[config.mk]
export PLATFORM = sky130hd
export DESIGN_NAME = pulse_channel_sweep_sequencer_unit
export DESIGN_NICKNAME = d
export VERILOG_FILES = /design/src/hdl/pcss_pkg.sv /design/src/hdl/pcss_sweep.sv /design/src/hdl/pcss_core.sv /design/src/hdl/pulse_channel_sweep_sequencer_unit.sv
export SDC_FILE = /design/constraint.sdc
export NUM_CORES = 1
export LEC_CHECK = 0
export BUFFER_PORTS_ARGS = -buffer_cell sky130_fd_sc_hd__buf_2
export CAP_MARGIN = 15
export CORE_MARGIN = 4
export CORE_UTILIZATION = 30
export CTS_BUF_LIST = sky130_fd_sc_hd__clkbuf_4 sky130_fd_sc_hd__clkbuf_8
export CTS_CLUSTER_SIZE = 8
export DETAILED_ROUTE_END_ITERATION = 10
export GPL_ROUTABILITY_DRIVEN = 0
export HOLD_SLACK_MARGIN = 0.1
export MAX_ROUTING_LAYER = met4
export PLACE_DENSITY = 0.55
export SYNTH_ARGS = -nofsm -noshare
export SYNTH_HDL_FRONTEND = slang
export SYNTH_HIERARCHICAL = 1
export SYNTH_SLANG_ARGS = --single-unit
[constraint.sdc]
create_clock -name clock -period 14.1 [get_ports clock]
set_clock_uncertainty 0.2 [all_clocks]
set_input_delay 1.41 -clock clock [delete_from_list [all_inputs] [get_ports clock]]
set_output_delay 1.41 -clock clock [all_outputs]
set_load 0.02 [all_outputs]
[src/hdl/pcss_pkg.sv]
// Shared types, action codes and the duty pattern table for the pulse channel.
// No dependencies; every other file refers to it by scoped names.
package pcss_pkg;

   typedef enum logic [3:0] {
      ACT_TICK         = 4'd0,
      ACT_SWEEP_CLOCK  = 4'd1,
      ACT_DUTY_WRITE   = 4'd2,
      ACT_SWEEP_WRITE  = 4'd3,
      ACT_PERIOD_LOW   = 4'd4,
      ACT_PERIOD_HIGH  = 4'd5,
      ACT_RELOAD_COUNT = 4'd6,
      ACT_RESTART_STEP = 4'd7,
      ACT_CLEAR        = 4'd8
   } action_type;

   localparam int PERIOD_W = 11;
   localparam int TARGET_W = 16;

   localparam logic [PERIOD_W-1:0] PERIOD_MAX = 11'h7FF;
   localparam logic [PERIOD_W-1:0] PERIOD_MIN = 11'd8;

   // sweep setting fields
   localparam int SWEEP_ENABLE_BIT = 7;
   localparam int SWEEP_NEGATE_BIT = 3;

   // one row per duty select, bit index is the duty step
   localparam logic [7:0] DUTY_TABLE [4] = '{
      8'b0000_0010,
      8'b0000_0110,
      8'b0001_1110,
      8'b1111_1001
   };

   typedef struct packed {
      logic [PERIOD_W-1:0] period;
      logic [TARGET_W-1:0] target;
      logic [3:0]          div_count;
      logic [3:0]          div_period;
      logic                reload_pending;
   } sweep_type;

   typedef struct packed {
      logic                level;
      logic                muted;
      logic [PERIOD_W-1:0] period;
   } result_type;

   function automatic logic duty_bit(input logic [1:0] sel, input logic [2:0] step);
      logic [7:0] row;
      row = DUTY_TABLE[sel];
      return row[step];
   endfunction

endpackage

[src/hdl/pcss_sweep.sv]
// Sweep unit: divider step, target period and write-back decision for one sweep clock.
// Depends on pcss_pkg.
module pcss_sweep (
   input  logic [10:0]       period,
   input  logic [7:0]        setting,
   input  logic [3:0]        div_count,
   input  logic [3:0]        div_period,
   input  logic              reload_pending,
   input  logic [15:0]       target,
   input  logic              negate_twos,
   output pcss_pkg::sweep_type sweep_next
);

   logic [2:0]  shift;
   logic [3:0]  count_next;
   logic        fire;
   logic [10:0] part;
   logic [15:0] target_calc;
   logic        write_back;

   assign shift      = setting[2:0];
   assign count_next = div_count + 4'd1;
   assign fire       = count_next >= div_period;
   assign part       = period >> shift;

   always_comb begin
      if (setting[pcss_pkg::SWEEP_NEGATE_BIT]) begin
         target_calc = {5'd0, period} - {5'd0, part} - {15'd0, ~negate_twos};
      end else begin
         target_calc = {5'd0, period} + {5'd0, part};
      end
   end

   assign write_back = setting[pcss_pkg::SWEEP_ENABLE_BIT] && (shift != 3'd0) &&
                       (period >= pcss_pkg::PERIOD_MIN) &&
                       (target_calc <= {5'd0, pcss_pkg::PERIOD_MAX});

   always_comb begin
      sweep_next.period         = period;
      sweep_next.target         = target;
      sweep_next.div_count      = count_next;
      sweep_next.div_period     = div_period;
      sweep_next.reload_pending = reload_pending;
      if (fire) begin
         sweep_next.div_count = 4'd0;
         sweep_next.target    = target_calc;
         if (write_back) begin
            sweep_next.period = target_calc[10:0];
         end
      end
      // a pending reload wins over the divider step
      if (reload_pending) begin
         sweep_next.div_period     = {1'b0, setting[6:4]} + 4'd1;
         sweep_next.div_count      = 4'd0;
         sweep_next.reload_pending = 1'b0;
      end
   end

endmodule

[src/hdl/pcss_core.sv]
// Channel state registers and the per-beat update, with the muted level for the result.
// Depends on pcss_pkg and pcss_sweep.
module pcss_core (
   input  logic                 clock,
   input  logic                 reset,
   input  logic                 apply,
   input  logic [3:0]           action,
   input  logic [7:0]           data_byte,
   input  logic                 negate_twos,
   output pcss_pkg::result_type result_in
);

   logic [1:0]  duty_select_ff,    duty_select_in;
   logic [7:0]  sweep_setting_ff,  sweep_setting_in;
   logic [10:0] timer_period_ff,   timer_period_in;
   logic [10:0] countdown_ff,      countdown_in;
   logic [2:0]  duty_step_ff,      duty_step_in;
   logic [15:0] sweep_target_ff,   sweep_target_in;
   logic        reload_pending_ff, reload_pending_in;
   logic [3:0]  div_count_ff,      div_count_in;
   logic [3:0]  div_period_ff,     div_period_in;

   pcss_pkg::sweep_type sweep_next;
   logic                muted;

   pcss_sweep u_sweep (
      .period         (timer_period_ff),
      .setting        (sweep_setting_ff),
      .div_count      (div_count_ff),
      .div_period     (div_period_ff),
      .reload_pending (reload_pending_ff),
      .target         (sweep_target_ff),
      .negate_twos    (negate_twos),
      .sweep_next     (sweep_next)
   );

   always_comb begin
      duty_select_in    = duty_select_ff;
      sweep_setting_in  = sweep_setting_ff;
      timer_period_in   = timer_period_ff;
      countdown_in      = countdown_ff;
      duty_step_in      = duty_step_ff;
      sweep_target_in   = sweep_target_ff;
      reload_pending_in = reload_pending_ff;
      div_count_in      = div_count_ff;
      div_period_in     = div_period_ff;
      case (pcss_pkg::action_type'(action))
         pcss_pkg::ACT_TICK: begin
            if (countdown_ff == 11'd0) begin
               countdown_in = timer_period_ff;
               duty_step_in = duty_step_ff + 3'd1;
            end else begin
               countdown_in = countdown_ff - 11'd1;
            end
         end
         pcss_pkg::ACT_SWEEP_CLOCK: begin
            timer_period_in   = sweep_next.period;
            sweep_target_in   = sweep_next.target;
            div_count_in      = sweep_next.div_count;
            div_period_in     = sweep_next.div_period;
            reload_pending_in = sweep_next.reload_pending;
         end
         pcss_pkg::ACT_DUTY_WRITE:   duty_select_in = data_byte[7:6];
         pcss_pkg::ACT_SWEEP_WRITE: begin
            sweep_setting_in  = data_byte;
            reload_pending_in = 1'b1;
         end
         pcss_pkg::ACT_PERIOD_LOW:   timer_period_in = {timer_period_ff[10:8], data_byte};
         pcss_pkg::ACT_PERIOD_HIGH:  timer_period_in = {data_byte[2:0], timer_period_ff[7:0]};
         pcss_pkg::ACT_RELOAD_COUNT: countdown_in = timer_period_ff;
         pcss_pkg::ACT_RESTART_STEP: duty_step_in = 3'd0;
         pcss_pkg::ACT_CLEAR: begin
            countdown_in      = 11'd0;
            sweep_target_in   = 16'd0;
            duty_step_in      = 3'd0;
            reload_pending_in = 1'b0;
         end
         default: ;
      endcase
   end

   // the result reflects the state after this beat's action
   assign muted = (timer_period_in < pcss_pkg::PERIOD_MIN) ||
                  (!sweep_setting_in[pcss_pkg::SWEEP_NEGATE_BIT] &&
                   (sweep_target_in > {5'd0, pcss_pkg::PERIOD_MAX}));

   always_comb begin
      result_in.muted  = muted;
      result_in.level  = !muted && pcss_pkg::duty_bit(duty_select_in, duty_step_in);
      result_in.period = timer_period_in;
   end

   always_ff @(posedge clock) begin
      if (reset) begin
         duty_select_ff    <= '0;
         sweep_setting_ff  <= '0;
         timer_period_ff   <= '0;
         countdown_ff      <= '0;
         duty_step_ff      <= '0;
         sweep_target_ff   <= '0;
         reload_pending_ff <= 1'b0;
         div_count_ff      <= '0;
         div_period_ff     <= '0;
      end else if (apply) begin
         duty_select_ff    <= duty_select_in;
         sweep_setting_ff  <= sweep_setting_in;
         timer_period_ff   <= timer_period_in;
         countdown_ff      <= countdown_in;
         duty_step_ff      <= duty_step_in;
         sweep_target_ff   <= sweep_target_in;
         reload_pending_ff <= reload_pending_in;
         div_count_ff      <= div_count_in;
         div_period_ff     <= div_period_in;
      end
   end

endmodule

[src/hdl/pulse_channel_sweep_sequencer_unit.sv]
// Pulse channel with frequency sweep: input register, channel core, result register.
// An accepted req beat reaches its rsp beat through the input register and then the result register.
// Throughput: one beat per cycle unless rsp_tready stalls the result register; the channel
// state updates in the cycle a beat moves from the input register into the result register.
// Reset (synchronous, active high) zeroes all channel state, the csr bit and both valid flags.
// Depends on pcss_pkg, pcss_core and pcss_sweep.
module pulse_channel_sweep_sequencer_unit (
   input  logic        clock,
   input  logic        reset,
   // configuration: negate_twos_complement
   input  logic        csr_wr_en,
   input  logic        csr_wr_data,
   // input stream
   input  logic        req_tvalid,
   output logic        req_tready,
   input  logic [15:0] req_tdata,   // [3:0] action, [11:4] data_byte, [15:12] zero
   // result stream
   output logic        rsp_tvalid,
   input  logic        rsp_tready,
   output logic [15:0] rsp_tdata    // [0] level, [1] muted, [12:2] period_now, [15:13] zero
);

   logic        negate_ff;
   logic        in_valid_ff;
   logic [3:0]  in_action_ff;
   logic [7:0]  in_data_ff;
   logic        out_valid_ff;
   pcss_pkg::result_type out_result_ff;
   pcss_pkg::result_type result_in;

   logic advance;
   logic apply;

   // the result register frees up when empty or when its beat is taken
   assign advance    = !out_valid_ff || rsp_tready;
   // a stalled input register holds until the result register can take its beat
   assign req_tready = !in_valid_ff || advance;
   assign apply      = in_valid_ff && advance;

   always_ff @(posedge clock) begin
      if (reset) begin
         negate_ff <= 1'b0;
      end else if (csr_wr_en) begin
         negate_ff <= csr_wr_data;
      end
   end

   // input register: valid is control, payload loads on every accepted beat
   always_ff @(posedge clock) begin
      if (reset) begin
         in_valid_ff <= 1'b0;
      end else if (req_tready) begin
         in_valid_ff <= req_tvalid;
      end
   end

   always_ff @(posedge clock) begin
      if (req_tready && req_tvalid) begin
         in_action_ff <= req_tdata[3:0];
         in_data_ff   <= req_tdata[11:4];
      end
   end

   pcss_core u_core (
      .clock       (clock),
      .reset       (reset),
      .apply       (apply),
      .action      (in_action_ff),
      .data_byte   (in_data_ff),
      .negate_twos (negate_ff),
      .result_in   (result_in)
   );

   // result register
   always_ff @(posedge clock) begin
      if (reset) begin
         out_valid_ff <= 1'b0;
      end else if (advance) begin
         out_valid_ff <= in_valid_ff;
      end
   end

   always_ff @(posedge clock) begin
      if (apply) begin
         out_result_ff <= result_in;
      end
   end

   assign rsp_tvalid = out_valid_ff;
   assign rsp_tdata  = {3'd0, out_result_ff.period, out_result_ff.muted, out_result_ff.level};

endmodule

==> results.md, run 1 <==
* Worst setup SP type: register
* Die area at about 23000 um^2
* Final Non-Filler Cells at 980
* Global-route wire length before repair at between 20000 and 25000 um
* Clk root buf: clkbuf_8
* Hold crit path type: register to register
* Rel. slew slack at 0.294
* Final hold vios at 0
* Combinational power share at 0.243
* Setup violators final at 0
* Starting density of the core at 0.309
* Initial antenna violation count at 0
* Clock power frac at 0.345
* Clk_lat worst skew at around 360 ps
* Hold_ws at between 200 and 300 ps
* Switching share of total power at 0.304
* Sequential share of power at 0.412
* Critical path, cell by cell: mux2_2 > nor2_1 > a21oi_1 > a21oi_1 > inv_1 > fa_1 > and2b_1 > o211ai_2 > a31oi_2 > or4b_1 > a31o_1 > o21a_1 > o211ai_2 > mux2_4 > o221a_2 > or2_1 > o41ai_2 > a211oi_1
* DRC at 0
* Critical Path AT at between 6000 and 7000 ps
* # placed instances at 964
* Buffers on Ports at 32
* Inserted Clock Buffers at 9
* Outcome: finished, final reports clean
* Setup_tns at 0 ps
* Post-route ant nets at 0
* Slew Viols, Final at 0
* Design Area, Final at 6660 um^2
* Inserted Diodes at 0
* Post-Syn Area at between 6000 and 7000 um^2
* Cell Rows at 51
* Worst vdd ir at ~0.000054 V
* Clock transition at the registers of the reported paths at around 90 ps
* Max-cap violations at 0
* Via count at just over 5000
* Period utilization at 0.470
* DP HPWL at around 11000 um
* Ys Warns at 6
* Total grt overflow at 0
* Via/cell ratio at 5.17
* Leakage power at between 0.002 and 0.003 uW
* Detailed-route wire length per cell at approximately 15 um
* Die H at around 150 um
* Post-CTS setup repair buffer count at 0
* Leading cell type in the layout, fill and taps excluded: nor2_1
* Largest net degree at the start of global routing at 53
* Layout area overhead at 9.06%
* Worst-margin pin slew at approximately 1100 ps
* Routed WL at between 10000 and 15000 um
* Final min period at roughly 6600 ps
* Critical path's slowest cell: dfxtp_1
* First drt pass iteration count at 5
* Max Fclk at 0.151 GHz
* PostCTS Resize Cnt at 0
* Final nets at 771
* Worst Path Required at about 14000 ps
* Tot GR Track Use at 0.136
* Placed Area at 6400 um^2
* IO Count at 40
* Core ar. at between 15000 and 20000 um^2
* Internal power at around 420 uW
* Final total power at approximately 610 uW
* Commonest cells after routing, fill and taps aside: nor2_1 (69), nand2_1 (60), dfxtp_1 (52), mux2i_1 (41), a21oi_1 (39)
* Max stage delay on crit path at a little under 800 ps
* Clock Tree Buf Depth at 2
* Crit. End Element: register
* RSZ-0062 raised after global routing: no
* Depth of the CTS H-tree at 3
* Synth Area per Inst at 8.66 um^2
* Crit Path Class: register to register
* Syn Inst Count at 705
* DR iter-0 viols at between 300 and 400
* CTS tree: built
* Chip width at approximately 150 um
* Vias in the first global route at 4626
* Clock Sinks at between 70 and 80
* CP max FO at 16
* Cell Pwr Density at between 90 and 100 nW/um^2
* Hold buffers post-CTS at 0
* NetSw at between 150 and 200 uW
* Layout cell share with drive strength beyond 1 at 0.138
[state kept, by name (all words and copies together), names as in the netlist, 2 cells and up]
signal                   cells
u_core/duty_select_ff        2
u_core/sweep_setting_ff      8
u_core/timer_period_ff      11
rsp_tdata                   13
u_core/countdown_ff         11
u_core/sweep_target_ff       5
u_core/div_period_ff         4
in_data_ff                   8
u_core/duty_step_ff          3
in_action_ff                 4
u_core/div_count_ff          4
[path summary, 6_finish.rpt]
check / startpoint / to / slack [ps] / cells past startpoint
setup reg to reg: u_core/sweep_setting_ff[1] / rsp_tdata[0] / 7470 / 18
setup / recovery: u_core/sweep_setting_ff[1] / rsp_tdata[0] / 7470 / 18
hold reg to reg: u_core/div_period_ff[3] / u_core/div_period_ff[3] / 260 / 2
hold / removal: u_core/div_period_ff[3] / u_core/div_period_ff[3] / 260 / 2
[through the flow]
| step | util | setup slack [ps] |
|---|---|---|
| floorplan | - | 8470 |
| CTS | 0.338 | 7500 |
| detailed placement | 0.325 | 7570 |
| global route | 0.338 | 7020 |
| global placement | 0.325 | 7590 |
| finish | 0.338 | 7470 |
[worst max-delay path: cells and delay by family (launching register included)]
family	cells	cell delay, ps
muxes	2	770
DFF	1	770
adders and majority gates	1	480
AOI/OAI and AO/OA	10	2860
and+or+nand+nor	4	1110
buffers and inverters	1	150
[final cells by class]
class / count / area (um^2)
fill: 2049 / 13100
tap: 265 / 332
clock buffer: 10 / 131
inverter: 33 / 124
timing repair buffer: 35 / 183
multi-input combinational: 554 / 3980
clock inverter: 6 / 119
sequential: 77 / 1790
[power by group through the flow]
stage	Combinational [uW]	Sequential (uW)	Clock [uW]
floorplan	121	251	0
global placement	147	255	0
detailed placement	147	255	0
CTS	148	250	217
global route	165	252	226
finish	148	250	210
[layer usage]
| metal | up-vias | wire, um | global-route usage | part of all wire |
|---|---|---|---|---|
| met3 | 9 | 644 | 0.0220 | 0.044 |
| met2 | 109 | 6200 | 0.195 | 0.42 |
| met5 | - | 0 | - | 0 |
| met1 | 2371 | 7730 | 0.202 | 0.53 |
| met4 | 0 | 126 | 0.0258 | 0.0086 |
| li1 | 2581 | - | - | - |
Note: power is estimated with default switching activity, not from simulation.
==> run 2, diff against run 1 <==
Settings changed: ABC_AREA set to 1, PLACE_DENSITY 0.55 to 0.57.
Clock period 14.1 ns to 6 ns, I/O delays scaled along.
==> run 2 against run 1 <==
Cell count grew 25%. Highest routed layer unchanged. Synthesized cell count grew 33%. Worst hold slack lost 42 ps. Sequential cell count is the same. Area after synthesis grew 1.0%.
==> results.md, run 2 <==
* Chip width at approximately 150 um
* DRC at 0
* Final nets at roughly 1000
* Inserted Diodes at 0
* Tot GR Track Use at 0.143
* Syn Inst Count at around 940
* Vias in the first global route at just over 5000
* PostCTS Resize Cnt at 0
* Max-cap violations at 0
* Hold endpoint: in_data_ff[0]
* Hold Path Depth at 1
* Critical Path AT at around 5200 ps
* Ys Warns at 6
* Clock Sinks at 77
* NetSw at around 510 uW
* Clock Tree Buf Depth at 2
* Hold crit path type: input pin to register
* # fillers at 2209
* Layout area overhead at 8.57%
* Total grt overflow at 0
* Rel. slew slack at 0.529
* Max stage delay on crit path at 750 ps
* Switching share of total power at 0.362
* Cell Pwr Density at approximately 210 nW/um^2
* Final total power at roughly 1400 uW
* Initial antenna violation count at 0
* CTS tree: built
* Setup violators final at 0
* Die area at 22900 um^2
* First drt pass iteration count at 5
* Crit Path Class: register to register
* Layout cell share with drive strength beyond 1 at 0.110
* Post-CTS setup repair buffer count at 0
* Worst R2R Path Depth at 27
* Final hold vios at 0
* Slew Viols, Final at 0
* Final WS setup at between 700 and 800 ps
* Die H at 151 um
* Period utilization at 0.880
* Combinational power share at 0.304
* Worst setup SP type: register
* DP HPWL at approximately 12000 um
* Worst r2r dst: rsp_tdata[0]
* Inserted Clock Buffers at 9
* DR iter-0 viols at around 460
* Outcome: finished, final reports clean
* Top sig layer: met4
* Clock power frac at 0.277
* Footprint of the multi-input gates at between 3000 and 4000 um^2
* Buffers on Ports at 32
* Routed WL at about 16000 um
* Max reg flops at 13
* Synth Area per Inst at approximately 6.6 um^2
* Sequential share of power at 0.419
* Met1 Wirelength at between 7000 and 8000 um
* Max Fclk at 0.189 GHz
* Crit. End Element: register
* Clk root buf: clkbuf_8
* Cell Rows at 52
* Via/cell ratio at roughly 4.7
* Setup_tns at 0 ps
* Reg-to-reg startpoint: u_core/sweep_setting_ff[0]
* Worst Path Required at between 5000 and 6000 ps
* Largest net degree at the start of global routing at between 40 and 50
* Hold Crit Start: req_tdata[4]
* Internal power at approximately 900 uW
* Design Area, Final at 6690 um^2
* Core ar. at ~20000 um^2
* Depth of the CTS H-tree at 3
* Pre-CTS setup slack at just under 800 ps
* Clock transition at the registers of the reported paths at 80 ps
* Worst vdd ir at 0.000142 V
* Seq. cell area at ~1800 um^2
* RSZ-0062 raised after global routing: no
* Flop2flop setup slack at roughly 720 ps
* Critical path's slowest cell: dfxtp_1
* Post-Syn Area at slightly above 6000 um^2
* Hold_ws at between 200 and 250 ps
* Placed Area at 6500 um^2
* Most frequent CP cell: nand2_1
* Leading cell type in the layout, fill and taps excluded: nand2_1
* Global-route wire length before repair at between 20000 and 30000 um
* Met3 Wirelength at about 600 um
* Met2 WL at ~7000 um
* Hold buffers post-CTS at 0
* IO Count at 40
* Final min period at about 5300 ps
* Post-route ant nets at 0
* Worst-margin pin slew at around 700 ps
* Via count at 5787
* Clk_lat worst skew at around 350 ps
* CP max FO at 24
* Detailed-route wire length per cell at 12.8 um
* Commonest cells after routing, fill and taps aside: nand2_1 (226), inv_1 (132), nor2_1 (91), o21ai_0 (83), a21oi_1 (62)
* Starting density of the core at 0.305
* Leakage power at 0.00324 uW
==> run 2: metrics by stage <==
step,cells,utilization
6_report,1225,0.331
5_1_grt,1225,0.331
4_1_cts,1225,0.331
3_5_place_dp,1209,0.321
3_3_place_gp,1209,0.321
2_1_floorplan,940,-
==> run 2: final cells by class <==
type | instances | share of cell area
repair buffers | 35 | 0.0273
flip-flops and latches | 77 | 0.268
inverters | 140 | 0.0785
multi-input cells | 687 | 0.547
clock inverters | 6 | 0.00953
well taps | 270 | 0.0505
clock buffers | 10 | 0.0196
==> run 2: worst max path at each step <==
stage	from	endpoint	slack [ps]	cells past startpoint
after global routing	u_core/sweep_setting_ff[0]	rsp_tdata[0]	90	31
after detailed placement	u_core/sweep_setting_ff[0]	rsp_tdata[0]	770	27
after floorplan	u_core/sweep_setting_ff[1]	rsp_tdata[0]	1680	30
after CTS	u_core/sweep_setting_ff[0]	rsp_tdata[0]	730	27
final	u_core/sweep_setting_ff[0]	rsp_tdata[0]	720	27
after global placement	u_core/sweep_setting_ff[0]	rsp_tdata[0]	770	27
==> run 2: critical path, delay by kind of cell (launching register included) <==
| kind | cells | cell delay [ps] |
|---|---|---|
| AO/OA/AOI/OAI | 4 | 940 |
| buffers and inverters | 3 | 300 |
| adder cells (fa/ha/maj) | 2 | 720 |
| AND/OR/NAND/NOR | 18 | 2130 |
| flip-flops | 1 | 750 |
==> run 2: power by group through the flow <==
| stage | Clock [uW] | Combinational [uW] | Sequential (uW) |
|---|---|---|---|
| floorplan | 0 | 334 | 601 |
| global placement | 0 | 422 | 605 |
| detailed placement | 0 | 427 | 605 |
| CTS | 402 | 429 | 593 |
| global route | 426 | 488 | 597 |
| finish | 392 | 429 | 593 |
==> run 2: metal layers <==
| metal | GRT usage | vias to the layer above |
|---|---|---|
| li1 | - | 3057 |
| met1 | 0.204 | 2620 |
| met2 | 0.218 | 101 |
| met3 | 0.0254 | 9 |
| met4 | 0.0204 | 0 |
| met5 | - | - |
